### src/hdl/sha_pkg.sv
// Package for the SHA-256 stream hasher: payload structs, round constants,
// initial vector, controller/datapath command and status types. No dependencies.
package sha_pkg;

  typedef struct packed {
    logic [7:0] data_byte;
    logic       has_byte;
    logic       end_of_message;
  } in_item_t;

  typedef struct packed {
    logic [31:0] digest_word;
    logic [2:0]  word_index;
    logic        last_word;
  } out_item_t;

  localparam logic [7:0] PAD_BYTE  = 8'h80;
  localparam int         LEN_START = 56;

  // Source selection for a byte written into the message schedule window.
  localparam logic [1:0] SRC_DATA = 2'd0;
  localparam logic [1:0] SRC_PAD  = 2'd1;
  localparam logic [1:0] SRC_ZERO = 2'd2;
  localparam logic [1:0] SRC_LEN  = 2'd3;

  // Commands from the controller to the datapath.
  typedef struct packed {
    logic       wr_byte;    // write one byte at fill position
    logic [1:0] byte_src;
    logic       add_len;    // bump bit length by eight
    logic       start;      // load working vars, clear round count
    logic       round;      // run one compression round
    logic       finish;     // add working vars into chain
    logic       reload;     // load initial vector and clear counters
  } dp_cmd_t;

  // Status from the datapath to the controller.
  typedef struct packed {
    logic [5:0] fill;
    logic       last_round;
  } dp_stat_t;

  localparam logic [31:0] INIT_VEC [8] = '{
    32'h6a09e667, 32'hbb67ae85, 32'h3c6ef372, 32'ha54ff53a,
    32'h510e527f, 32'h9b05688c, 32'h1f83d9ab, 32'h5be0cd19
  };

  localparam logic [31:0] ROUND_K [64] = '{
    32'h428a2f98, 32'h71374491, 32'hb5c0fbcf, 32'he9b5dba5,
    32'h3956c25b, 32'h59f111f1, 32'h923f82a4, 32'hab1c5ed5,
    32'hd807aa98, 32'h12835b01, 32'h243185be, 32'h550c7dc3,
    32'h72be5d74, 32'h80deb1fe, 32'h9bdc06a7, 32'hc19bf174,
    32'he49b69c1, 32'hefbe4786, 32'h0fc19dc6, 32'h240ca1cc,
    32'h2de92c6f, 32'h4a7484aa, 32'h5cb0a9dc, 32'h76f988da,
    32'h983e5152, 32'ha831c66d, 32'hb00327c8, 32'hbf597fc7,
    32'hc6e00bf3, 32'hd5a79147, 32'h06ca6351, 32'h14292967,
    32'h27b70a85, 32'h2e1b2138, 32'h4d2c6dfc, 32'h53380d13,
    32'h650a7354, 32'h766a0abb, 32'h81c2c92e, 32'h92722c85,
    32'ha2bfe8a1, 32'ha81a664b, 32'hc24b8b70, 32'hc76c51a3,
    32'hd192e819, 32'hd6990624, 32'hf40e3585, 32'h106aa070,
    32'h19a4c116, 32'h1e376c08, 32'h2748774c, 32'h34b0bcb5,
    32'h391c0cb3, 32'h4ed8aa4a, 32'h5b9cca4f, 32'h682e6ff3,
    32'h748f82ee, 32'h78a5636f, 32'h84c87814, 32'h8cc70208,
    32'h90befffa, 32'ha4506ceb, 32'hbef9a3f7, 32'hc67178f2
  };

endpackage

### src/hdl/sha_datapath.sv
// Datapath of the SHA-256 stream hasher: 16-word schedule window that doubles
// as the block buffer, working variables, chain words, counters. Uses sha_pkg.
module sha_datapath
  import sha_pkg::*;
(
  input  logic        clk,
  input  logic        rst,
  input  dp_cmd_t     cmd,
  input  logic [7:0]  data_byte,
  input  logic [2:0]  rd_index,
  output dp_stat_t    stat,
  output logic [31:0] rd_word
);

  logic [31:0] w [16];
  logic [31:0] v [8];
  logic [31:0] chain [8];
  logic [5:0]  fill;
  logic [63:0] bit_len;
  logic [5:0]  rnd;
  logic [7:0]  wr_val;
  logic [31:0] s0, s1, w_new, t1, t2, ch, maj, e1, a0;

  // Byte chosen for the buffer write; length bytes are taken big-endian.
  always_comb begin
    unique case (cmd.byte_src)
      SRC_DATA: wr_val = data_byte;
      SRC_PAD:  wr_val = PAD_BYTE;
      SRC_ZERO: wr_val = 8'h00;
      SRC_LEN:  wr_val = bit_len[8 * (7 - {29'd0, fill[2:0]}) +: 8];
      default:  wr_val = 8'h00;
    endcase
  end

  // Schedule expansion and one round of compression.
  always_comb begin
    s0 = {w[1][6:0], w[1][31:7]} ^ {w[1][17:0], w[1][31:18]} ^ (w[1] >> 3);
    s1 = {w[14][16:0], w[14][31:17]} ^ {w[14][18:0], w[14][31:19]} ^ (w[14] >> 10);
    w_new = s0 + w[0] + s1 + w[9];
    e1 = {v[4][5:0], v[4][31:6]} ^ {v[4][10:0], v[4][31:11]} ^ {v[4][24:0], v[4][31:25]};
    ch = (v[4] & v[5]) ^ (~v[4] & v[6]);
    t1 = v[7] + e1 + ch + ROUND_K[rnd] + w[0];
    a0 = {v[0][1:0], v[0][31:2]} ^ {v[0][12:0], v[0][31:13]} ^ {v[0][21:0], v[0][31:22]};
    maj = (v[0] & v[1]) ^ (v[0] & v[2]) ^ (v[1] & v[2]);
    t2 = a0 + maj;
  end

  always_ff @(posedge clk) begin
    if (cmd.wr_byte) begin
      w[fill[5:2]][8 * (3 - {30'd0, fill[1:0]}) +: 8] <= wr_val;
    end
    if (cmd.start) begin
      for (int i = 0; i < 8; i++) v[i] <= chain[i];
    end
    if (cmd.round) begin
      for (int i = 0; i < 15; i++) w[i] <= w[i + 1];
      w[15] <= w_new;
      v[7] <= v[6]; v[6] <= v[5]; v[5] <= v[4]; v[4] <= v[3] + t1;
      v[3] <= v[2]; v[2] <= v[1]; v[1] <= v[0]; v[0] <= t1 + t2;
    end
  end

  // Control counters and chain words.
  always_ff @(posedge clk) begin
    if (rst || cmd.reload) begin
      fill    <= '0;
      bit_len <= '0;
      rnd     <= '0;
      for (int i = 0; i < 8; i++) chain[i] <= INIT_VEC[i];
    end else begin
      if (cmd.wr_byte) fill <= fill + 6'd1;
      if (cmd.add_len) bit_len <= bit_len + 64'd8;
      if (cmd.start) rnd <= '0;
      if (cmd.round) rnd <= rnd + 6'd1;
      if (cmd.finish) begin
        for (int i = 0; i < 8; i++) chain[i] <= chain[i] + v[i];
      end
    end
  end

  assign stat.fill       = fill;
  assign stat.last_round = (rnd == 6'd63);
  assign rd_word         = chain[rd_index];

endmodule

### src/hdl/sha_ctrl.sv
// Controller of the SHA-256 stream hasher: sequences byte writes, padding,
// compression rounds and digest output. Uses sha_pkg.
module sha_ctrl
  import sha_pkg::*;
(
  input  logic      clk,
  input  logic      rst,
  input  logic      in_valid,
  input  in_item_t  in_item,
  output logic      in_stall,
  input  dp_stat_t  stat,
  output dp_cmd_t   cmd,
  output logic      out_valid,
  input  logic      out_stall,
  output logic [2:0] out_index
);

  localparam logic [2:0] ST_IDLE = 3'd0;
  localparam logic [2:0] ST_PAD  = 3'd1;
  localparam logic [2:0] ST_FILL = 3'd2;
  localparam logic [2:0] ST_RUN  = 3'd3;
  localparam logic [2:0] ST_FIN  = 3'd4;
  localparam logic [2:0] ST_OUT  = 3'd5;

  logic [2:0] state, state_next;
  logic       ending, ending_next;   // message end pending
  logic       padded, padded_next;   // 0x80 already written
  logic       len_zone, len_zone_next; // length field goes in this block
  logic [2:0] idx, idx_next;
  logic       take;
  // Set when the block just compressed carried the length field.
  logic       lenblk, lenblk_next;

  assign in_stall  = (state != ST_IDLE);
  assign take      = in_valid && !in_stall;
  assign out_valid = (state == ST_OUT);
  assign out_index = idx;

  always_comb begin
    state_next    = state;
    ending_next   = ending;
    padded_next   = padded;
    len_zone_next = len_zone;
    idx_next      = idx;
    cmd           = '0;
    unique case (state)
      ST_IDLE: begin
        if (take) begin
          ending_next = in_item.end_of_message;
          padded_next = 1'b0;
          if (in_item.has_byte) begin
            cmd.wr_byte  = 1'b1;
            cmd.byte_src = SRC_DATA;
            cmd.add_len  = 1'b1;
            if (stat.fill == 6'd63) begin
              cmd.start  = 1'b1;
              state_next = ST_RUN;
            end else if (in_item.end_of_message) begin
              state_next = ST_PAD;
            end
          end else if (in_item.end_of_message) begin
            state_next = ST_PAD;
          end
        end
      end
      ST_PAD: begin
        // Marker byte, then zeros up to the length field or block end.
        cmd.wr_byte   = 1'b1;
        cmd.byte_src  = SRC_PAD;
        padded_next   = 1'b1;
        len_zone_next = (stat.fill < 6'(LEN_START));
        state_next    = ST_FILL;
        if (stat.fill == 6'd63) begin
          cmd.start  = 1'b1;
          state_next = ST_RUN;
        end
      end
      ST_FILL: begin
        cmd.wr_byte = 1'b1;
        if (stat.fill >= 6'(LEN_START) && len_zone) begin
          cmd.byte_src = SRC_LEN;
        end else begin
          cmd.byte_src = SRC_ZERO;
        end
        if (stat.fill == 6'd63) begin
          cmd.start  = 1'b1;
          state_next = ST_RUN;
        end
      end
      ST_RUN: begin
        cmd.round = 1'b1;
        if (stat.last_round) state_next = ST_FIN;
      end
      ST_FIN: begin
        cmd.finish = 1'b1;
        idx_next   = '0;
        if (!ending) begin
          state_next = ST_IDLE;
        end else if (!padded) begin
          state_next = ST_PAD;
        end else if (lenblk) begin
          state_next = ST_OUT;
        end else begin
          // Marker spilled past the length field: a zero block with length follows.
          len_zone_next = 1'b1;
          state_next    = ST_FILL;
        end
      end
      ST_OUT: begin
        if (!out_stall) begin
          idx_next = idx + 3'd1;
          if (idx == 3'd7) begin
            cmd.reload = 1'b1;
            state_next = ST_IDLE;
          end
        end
      end
      default: state_next = ST_IDLE;
    endcase
  end

  always_comb begin
    lenblk_next = lenblk;
    if (cmd.start) lenblk_next = (state == ST_FILL) && len_zone;
  end

  always_ff @(posedge clk) begin
    if (rst) begin
      state    <= ST_IDLE;
      ending   <= 1'b0;
      padded   <= 1'b0;
      len_zone <= 1'b0;
      idx      <= '0;
      lenblk   <= 1'b0;
    end else begin
      state    <= state_next;
      ending   <= ending_next;
      padded   <= padded_next;
      len_zone <= len_zone_next;
      idx      <= idx_next;
      lenblk   <= lenblk_next;
    end
  end

endmodule

### src/hdl/sha256_stream_hasher.sv
// SHA-256 stream hasher, top level. Joins sha_ctrl and sha_datapath.
// Depends on sha_pkg.
//
// Usage: the input channel takes one word per item: a message byte
// (when has_byte is set) and an end_of_message flag. A byte that does
// not fill the 64-byte block is taken without a stall. The 64th byte
// starts a compression of 64 rounds, one per cycle, done by the round
// unit in the datapath; the input stays stalled through the rounds and
// the addition into the chain. An end_of_message word pads the message
// and runs one or two compressions, then sends eight digest words,
// word_index 0 to 7, last_word on the eighth. The input stays stalled
// until the last digest word is taken. A stall on the output holds the
// current digest word in place. After the eighth word the chain reloads
// the initial vector for the next message. Reset (synchronous, active
// high) loads the initial vector and clears the fill count and the bit
// length.
module sha256_stream_hasher
  import sha_pkg::*;
(
  input  logic      clk,
  input  logic      rst,
  input  logic      in_valid,
  input  in_item_t  in_data,
  output logic      in_stall,
  output logic      out_valid,
  output out_item_t out_data,
  input  logic      out_stall
);

  dp_cmd_t     cmd;
  dp_stat_t    stat;
  logic [2:0]  idx;
  logic [31:0] word;

  sha_ctrl u_ctrl (
    .clk(clk), .rst(rst), .in_valid(in_valid), .in_item(in_data),
    .in_stall(in_stall), .stat(stat), .cmd(cmd), .out_valid(out_valid),
    .out_stall(out_stall), .out_index(idx)
  );

  sha_datapath u_dp (
    .clk(clk), .rst(rst), .cmd(cmd), .data_byte(in_data.data_byte),
    .rd_index(idx), .stat(stat), .rd_word(word)
  );

  assign out_data.digest_word = word;
  assign out_data.word_index  = idx;
  assign out_data.last_word   = (idx == 3'd7);

endmodule

### config.mk
export PLATFORM = sky130hd
export DESIGN_NAME = sha256_stream_hasher
export DESIGN_NICKNAME = d
export VERILOG_FILES = /design/src/hdl/sha_pkg.sv /design/src/hdl/sha_datapath.sv /design/src/hdl/sha_ctrl.sv /design/src/hdl/sha256_stream_hasher.sv
export SDC_FILE = /design/constraint.sdc
export NUM_CORES = 2
export LEC_CHECK = 0
export ABC_CLOCK_PERIOD_IN_PS = 9100
export BUFFER_PORTS_ARGS = -buffer_cell sky130_fd_sc_hd__buf_2
export CAP_MARGIN = 20
export CORE_MARGIN = 5
export CORE_UTILIZATION = 50
export DETAILED_ROUTE_END_ITERATION = 12
export PLACE_DENSITY_LB_ADDON = 0.25
export SKIP_CTS_REPAIR_TIMING = 1
export SYNTH_ARGS = -nofsm -noshare
export SYNTH_HDL_FRONTEND = slang
export SYNTH_HIERARCHICAL = 1
export SYNTH_SLANG_ARGS = --single-unit
### constraint.sdc
create_clock -name clk -period 9.1 [get_ports clk]
set_input_delay 0 -clock clk [delete_from_list [all_inputs] [get_ports clk]]
set_output_delay 0 -clock clk [all_outputs]
set_load 0.05 [all_outputs]
# Yosys cells after proc, flatten, opt, wreduce, memory -nomap -nowiden

Memories as Yosys holds them, arrays and structs flattened. A register that Yosys moved wholly into a read port is not among the register bits.
Index checks and enable logic that the tools add are counted.

$add $sub $neg: 25
Order comparisons: 3
Eq/ne operators: 19
Shift operators: 3
Mux-type cells: 70
Bitwise gates (word level): 34
Reduce and logical (&&, ||, !) cells: 19

Operators with widths:

| operator                                                                | count |
|---|---|
| 32-bit 2-to-1 mux                                                       | 21 |
| 32-bit adder                                                            | 18 |
| 32-bit bitwise XOR                                                      | 9 |
| 32-bit bitwise AND                                                      | 5 |
| 64-bit by 4-bit adder with 64-bit output, second input constant         | 1 |
| 64-bit by 33-bit indexed part select with 8-bit output                  | 1 |
| 3-bit 2-to-1 mux                                                        | 14 |
| 32-bit negation with 34-bit output                                      | 1 |
| 8-bit by 34-bit variable shift with 32-bit output, first input constant | 1 |
| 8-bit by 34-bit indexed part select with 32-bit output                  | 1 |
| 32-bit NOT                                                              | 1 |
| 8-bit one-hot mux with 4 select lines                                   | 1 |
| 32-bit OR reduction                                                     | 1 |
| 32-bit by 22-bit bitwise XOR with 32-bit output                         | 1 |
| 32-bit by 29-bit bitwise XOR with 32-bit output                         | 1 |
| 1-bit 2-to-1 mux                                                        | 23 |
| 3-bit one-hot mux with 6 select lines                                   | 1 |
| 1-bit bitwise OR                                                        | 16 |
| 6-bit by 1-bit adder with 6-bit output, second input constant           | 2 |
| 6-bit equality test, second input constant                              | 2 |
| 6-bit 2-to-1 mux                                                        | 2 |
| 5-bit 2-to-1 mux                                                        | 2 |
| 2-bit by 1-bit inequality test with 1-bit output, second input constant | 5 |
| 3-bit equality test, second input constant                              | 3 |
| 27 further kinds                                                        | 40 |

Flip-flop bits (word level): 86
Bits in writable memories: 1,024
ROM bits: 2,048
Input port bits: 14
Output and inout bits: 38
Logic and storage cells: 186
Memories kept: 4

Memories:

| name             | depth | bits a word | rd ports | clocked after memory_dff | write ports | RTL line           | RTL |
|---|---|---|---|---|---|---|---|
| (name not given) | 64    | 32          | 1        | 0                        | 0           | sha_datapath.sv:42 | `t1 = v[7] + e1 + ch + ROUND_K[rnd] + w[0];` |
| u_dp.w           | 16    | 32          | 16       | 0                        | 16          | sha_datapath.sv:15 | `logic [31:0] w [16];` |
| u_dp.chain       | 8     | 32          | 9        | 1                        | 8           | sha_datapath.sv:17 | `logic [31:0] chain [8];` |
| u_dp.v           | 8     | 32          | 8        | 0                        | 8           | sha_datapath.sv:16 | `logic [31:0] v [8];` |

# Depth between registers and ports, before layout

Depth after elaboration: 9
Mapped depth: 39
Mapped depth without buffers: 36

# Hierarchy

Netlist, hierarchy kept.

Modules (own cells, without submodules):

| module               | instances | cells each | area an instance (sq um) | sequential area each (sq um) |
|---|---|---|---|---|
| sha_datapath         | 1         | 6,904      | 72,153.0                 | 32,210.9 |
| sha_ctrl             | 1         | 102        | 798.3                    | 200.2 |
| sha256_stream_hasher | 1         | 1          | 6.3                      | 0.0 |

# Least setup slack after synthesis

OpenSTA, ideal clock, no wires.

Kind: register to register
Start: register u_dp.rnd[0]
End: memory u_dp.v[0][31] (data pin)
Setup time: 260 ps
Data arrival time: 8,288 ps
Required time: 8,840 ps
Setup slack: 552 ps
Stages on the path, launching flop included: 33
Path buffers: 3
Period minus slack after synthesis: 8,548 ps
Cells stage by stage: dfxtp_1 > inv_1 > clkbuf_1 > ha_1 > clkbuf_1 > or2_2 > clkbuf_1 > a311oi_1 > a21oi_1 > a21oi_1 > fa_1 > fa_1 > inv_1 > fa_1 > inv_1 > ha_1 > a211oi_1 > nand2_1 > a31o_2 > a31oi_1 > o31ai_1 > a221o_1 > a21oi_1 > xnor2_1 > fa_1 > ha_1 > or4_1 > a2111oi_0 > nor3_1 > a41oi_1 > a31oi_1 > xnor3_1 > mux2_2

RTL lines:

| what                   | RTL line           | RTL |
|---|---|---|
| from (decl)            | sha_datapath.sv:20 | `logic [5:0] rnd;` |
| from (signal assigned) | sha_datapath.sv:74 | `if (cmd.round) rnd <= rnd + 6'd1;` |
| to (decl)              | sha_datapath.sv:16 |  |

==> run_results.csv <==
group,metric,value,unit
floorplanning,fp.coreArea,145000,µm²
floorplanning,ios,52,
synthesis,synth_edf_count,1024,
synthesis,synth.most_common_cell,"nand2_1",
critical_path,crit_slowest_cell,"fa_1",
power_and_ir_drop,peakVddDrop,0.161,mV
floorplanning,row_count,140,
synthesis,ys_async_sr_fraction,0,%
sta,hold_violations,0,
synthesis,yosysSeqAreaShare,44.4,%
detailed_routing,vias_per_cell,6.14,
final_layout,drive_gt1_share,12.7,%
detailed_routing,wl,234000,µm
final_layout,synthToLayoutAreaGrowth,10.7,%
critical_path,critPathLaunchType,"flip-flop",
synthesis,syn-num-nets,7617,
critical_path,r2r_setup_slack,0.37,ns
final_layout,final_nets,7693,
critical_path,crit_fanout,10,
global_route,grt_pass1_wl,348000,µm
synthesis,yosysUniqueCellTypes,94,
critical_path,critPathMaxStageDelay,0.52,ns
floorplanning,die-area,154000,µm²
synthesis,synth-seq-cells,1107,
critical_path,crit_type,"reg2reg",
critical_path,worst-r2r-cell-count,34,
synthesis,yosysWarnings,6,
synthesis,synth_common_cells,"nand2_1, edfxtp_1, xnor2_1, ha_1, nor2_1",
floorplanning,fp.dieW,392,µm
synthesis,yosysTopAreaCell,"edfxtp_1",
detailed_routing,vias,55900,
floorplanning,die_h,392,µm
clock_network,cts-root-buf,"clkbuf_16",
synthesis,syn_area,73000,µm²
clock_network,cts.clk_slew.worst_paths,0.06,ns
power_and_ir_drop,power_density,176,nW/µm²
critical_path,crit_arrival,9.25,ns
critical_path,cp_top_family,"adder cells",
synthesis,synthFlopType,"edfxtp_1",
synthesis,syn_inst,7007,
global_route,grt_pass1_vias,54700,
sta,hold_slack,0.151,ns
clock_network,numCtsBuffers,130,
synthesis,synth_area_leaders,"edfxtp_1, nand2_1, ha_1",
critical_path,cp-end-kind,"flip-flop",
detailed_routing,final_antenna_net_count,0,
sta,worstMarginPinSlew,1.17,ns
clock_network,cts_tree,"built",
critical_path,worst-path-buf-inv,5,
run_status,status,"completed",
placed_design,place_hpwl,175000,µm
power_and_ir_drop,finalPower,14.2,mW
sta,post-route-period-util,96.0,%
placed_design,gp_congestion,1.00,
power_and_ir_drop,p_leak,31.8,nW
critical_path,endpoint,"u_dp/v[0][31]$_DFFE_PP_",
detailed_routing,firstDrtPassIters,6,
run,maxCapViolCount,0,
critical_path,cp-startpoint,"u_dp/rnd[1]$_SDFFE_PP0P_",
critical_path,crit_top_cell,"fa_1",
critical_path,required,9.61,ns
placed_design,io_buffers,51,
detailed_routing,drt-initial-drc-count,5577,
min_path,hold_path_class,"in2reg",
detailed_routing,drc_errors,0,
clock_network,cts.sinks,1107,
critical_path,cp.depth,34,
sta,setup_viol,0,
synthesis,avgSynthCellArea,10.4,µm²
global_route,grt_max_degree,129,
sta,fin_skew,0.0650,ns
global_route,grt_overflow,0,
clock_network,ctsLongestPathBuffers,3,
detailed_routing,wl_per_cell,25.7,µm
min_path,hold_depth,3,
clock_network,clock_latency,0.82,ns
sta,min_period,8.73,ns
sta,maxClockFrequency,115,MHz
critical_path,regToRegEndpoint,"u_dp/v[0][31]$_DFFE_PP_",
clock_network,cts_max_level,4,
synthesis,yosysTopAreaCellShare,42.1,%
floorplanning,start_util,50.2,%
global_route,antenna_found_initial,9,
sta,slew_headroom,21.2,%
global_route,grt_usage,30.1,%
sta,report.final.slew_viol_count,0,
critical_path,r2r_start,"u_dp/rnd[1]$_SDFFE_PP0P_",
## worst register-to-register path: cells and delay by family, from the launching register on
family	cells	cell delay, ns
and+or+nand+nor	5	0.94
adders and majority gates	7	3.11
xor gates and xnor gates	2	0.36
muxes	1	0.26
AOI/OAI and AO/OA	14	2.83
DFF	1	0.37
buffers and inverters	5	0.56
## cells in the final DEF (no fill, tap or decap), types with 78 or more instances in the layout
cell / instances
o21ai_0: 313
mux2_2: 294
inv_1: 242
fa_1: 195
nand3_1: 82
nor2_1: 395
xor2_1: 198
mux4_2: 78
clkbuf_16: 130
nor3_1: 87
edfxtp_1: 1024
a21oi_1: 355
a21o_1: 159
nand2_1: 1445
buf_4: 202
ha_1: 398
xnor2_1: 401
## stage by stage
step                setup TNS [ns]  std cells  setup slack [ns]  cell area, µm²  utilization, %
global placement            -0.410       8838            -0.175           76100            52.3
finish                           0       9104             0.367           80800            55.6
CTS                         -0.693       9087            -0.264           80500            55.4
detailed placement          -0.542       8852            -0.208           76100            52.4
global route               -0.0137       9103           -0.0137           80800            55.6
floorplan                        0       7007             0.552           73000               -
## layout make-up
cell class                      instances  area, µm²
Multi-Input combinational cell       5307      38400
Fill cell                           12400      64600
Clock inverter                         78       1050
Sequential cell                      1107      32400
Inverter                              248        940
Tap cell                             1917       2400
Antenna cell                            1       2.50
Timing Repair Buffer                  289       2190
Clock buffer                          157       3360
## power breakdown
part	leakage, nW	switching (mW)	internal, mW
Clock	2.11	2.31	3.09
Combinational	19.6	1.74	1.31
Sequential	10.0	0.0861	5.68
Total	31.8	4.14	10.1
## routing by layer
| metal | track usage, % | up-vias | share of wire (%) |
|---|---|---|---|
| met5 | 0 | - | 0.0047 |
| met4 | 15.6 | 2 | 6.0 |
| met3 | 4.74 | 583 | 7.2 |
| met2 | 48.9 | 2455 | 46 |
| met1 | 39.1 | 27700 | 40 |
| li1 | - | 25100 | - |
## cells by family (layout without fill, tap and decap cells)
| logic type | count (synthesis) | after routing | synth area share, % |
|---|---|---|---|
| muxes | 407 | 407 | 7.43 |
| DFF | 1107 | 1107 | 44.4 |
| other | 0 | 1 | 0 |
| and+or+nand+nor | 2384 | 2384 | 14.0 |
| buffers and inverters | 593 | 772 | 3.08 |
| adders and majority gates | 626 | 626 | 12.6 |
| xor gates and xnor gates | 603 | 603 | 7.26 |
| AOI/OAI and AO/OA | 1287 | 1287 | 11.2 |
## sequential cells by signal (all words and copies together), names as in the netlist
name,count
u_ctrl/lenblk,1
u_ctrl/len_zone,1
u_dp/fill,6
u_dp/w,512
u_ctrl/padded,1
u_dp/bit_len,61
u_ctrl/out_index,3
u_dp/chain,256
u_dp/rnd,6
u_ctrl/state,3
u_dp/v,256
u_ctrl/ending,1
## how the worst min path moves through the flow
stage | start | end
2_1_floorplan | in_data[0] | u_ctrl/ending$_SDFFE_PP0P_
3_3_place_gp | in_data[0] | u_ctrl/ending$_SDFFE_PP0P_
3_5_place_dp | in_data[0] | u_ctrl/ending$_SDFFE_PP0P_
4_1_cts | in_data[0] | u_ctrl/ending$_SDFFE_PP0P_
5_1_grt | rst | u_ctrl/state[2]$_SDFFE_PP0P_
6_report | rst | u_ctrl/out_index[2]$_SDFFE_PP0P_
(Power assumes the default switching activity.)
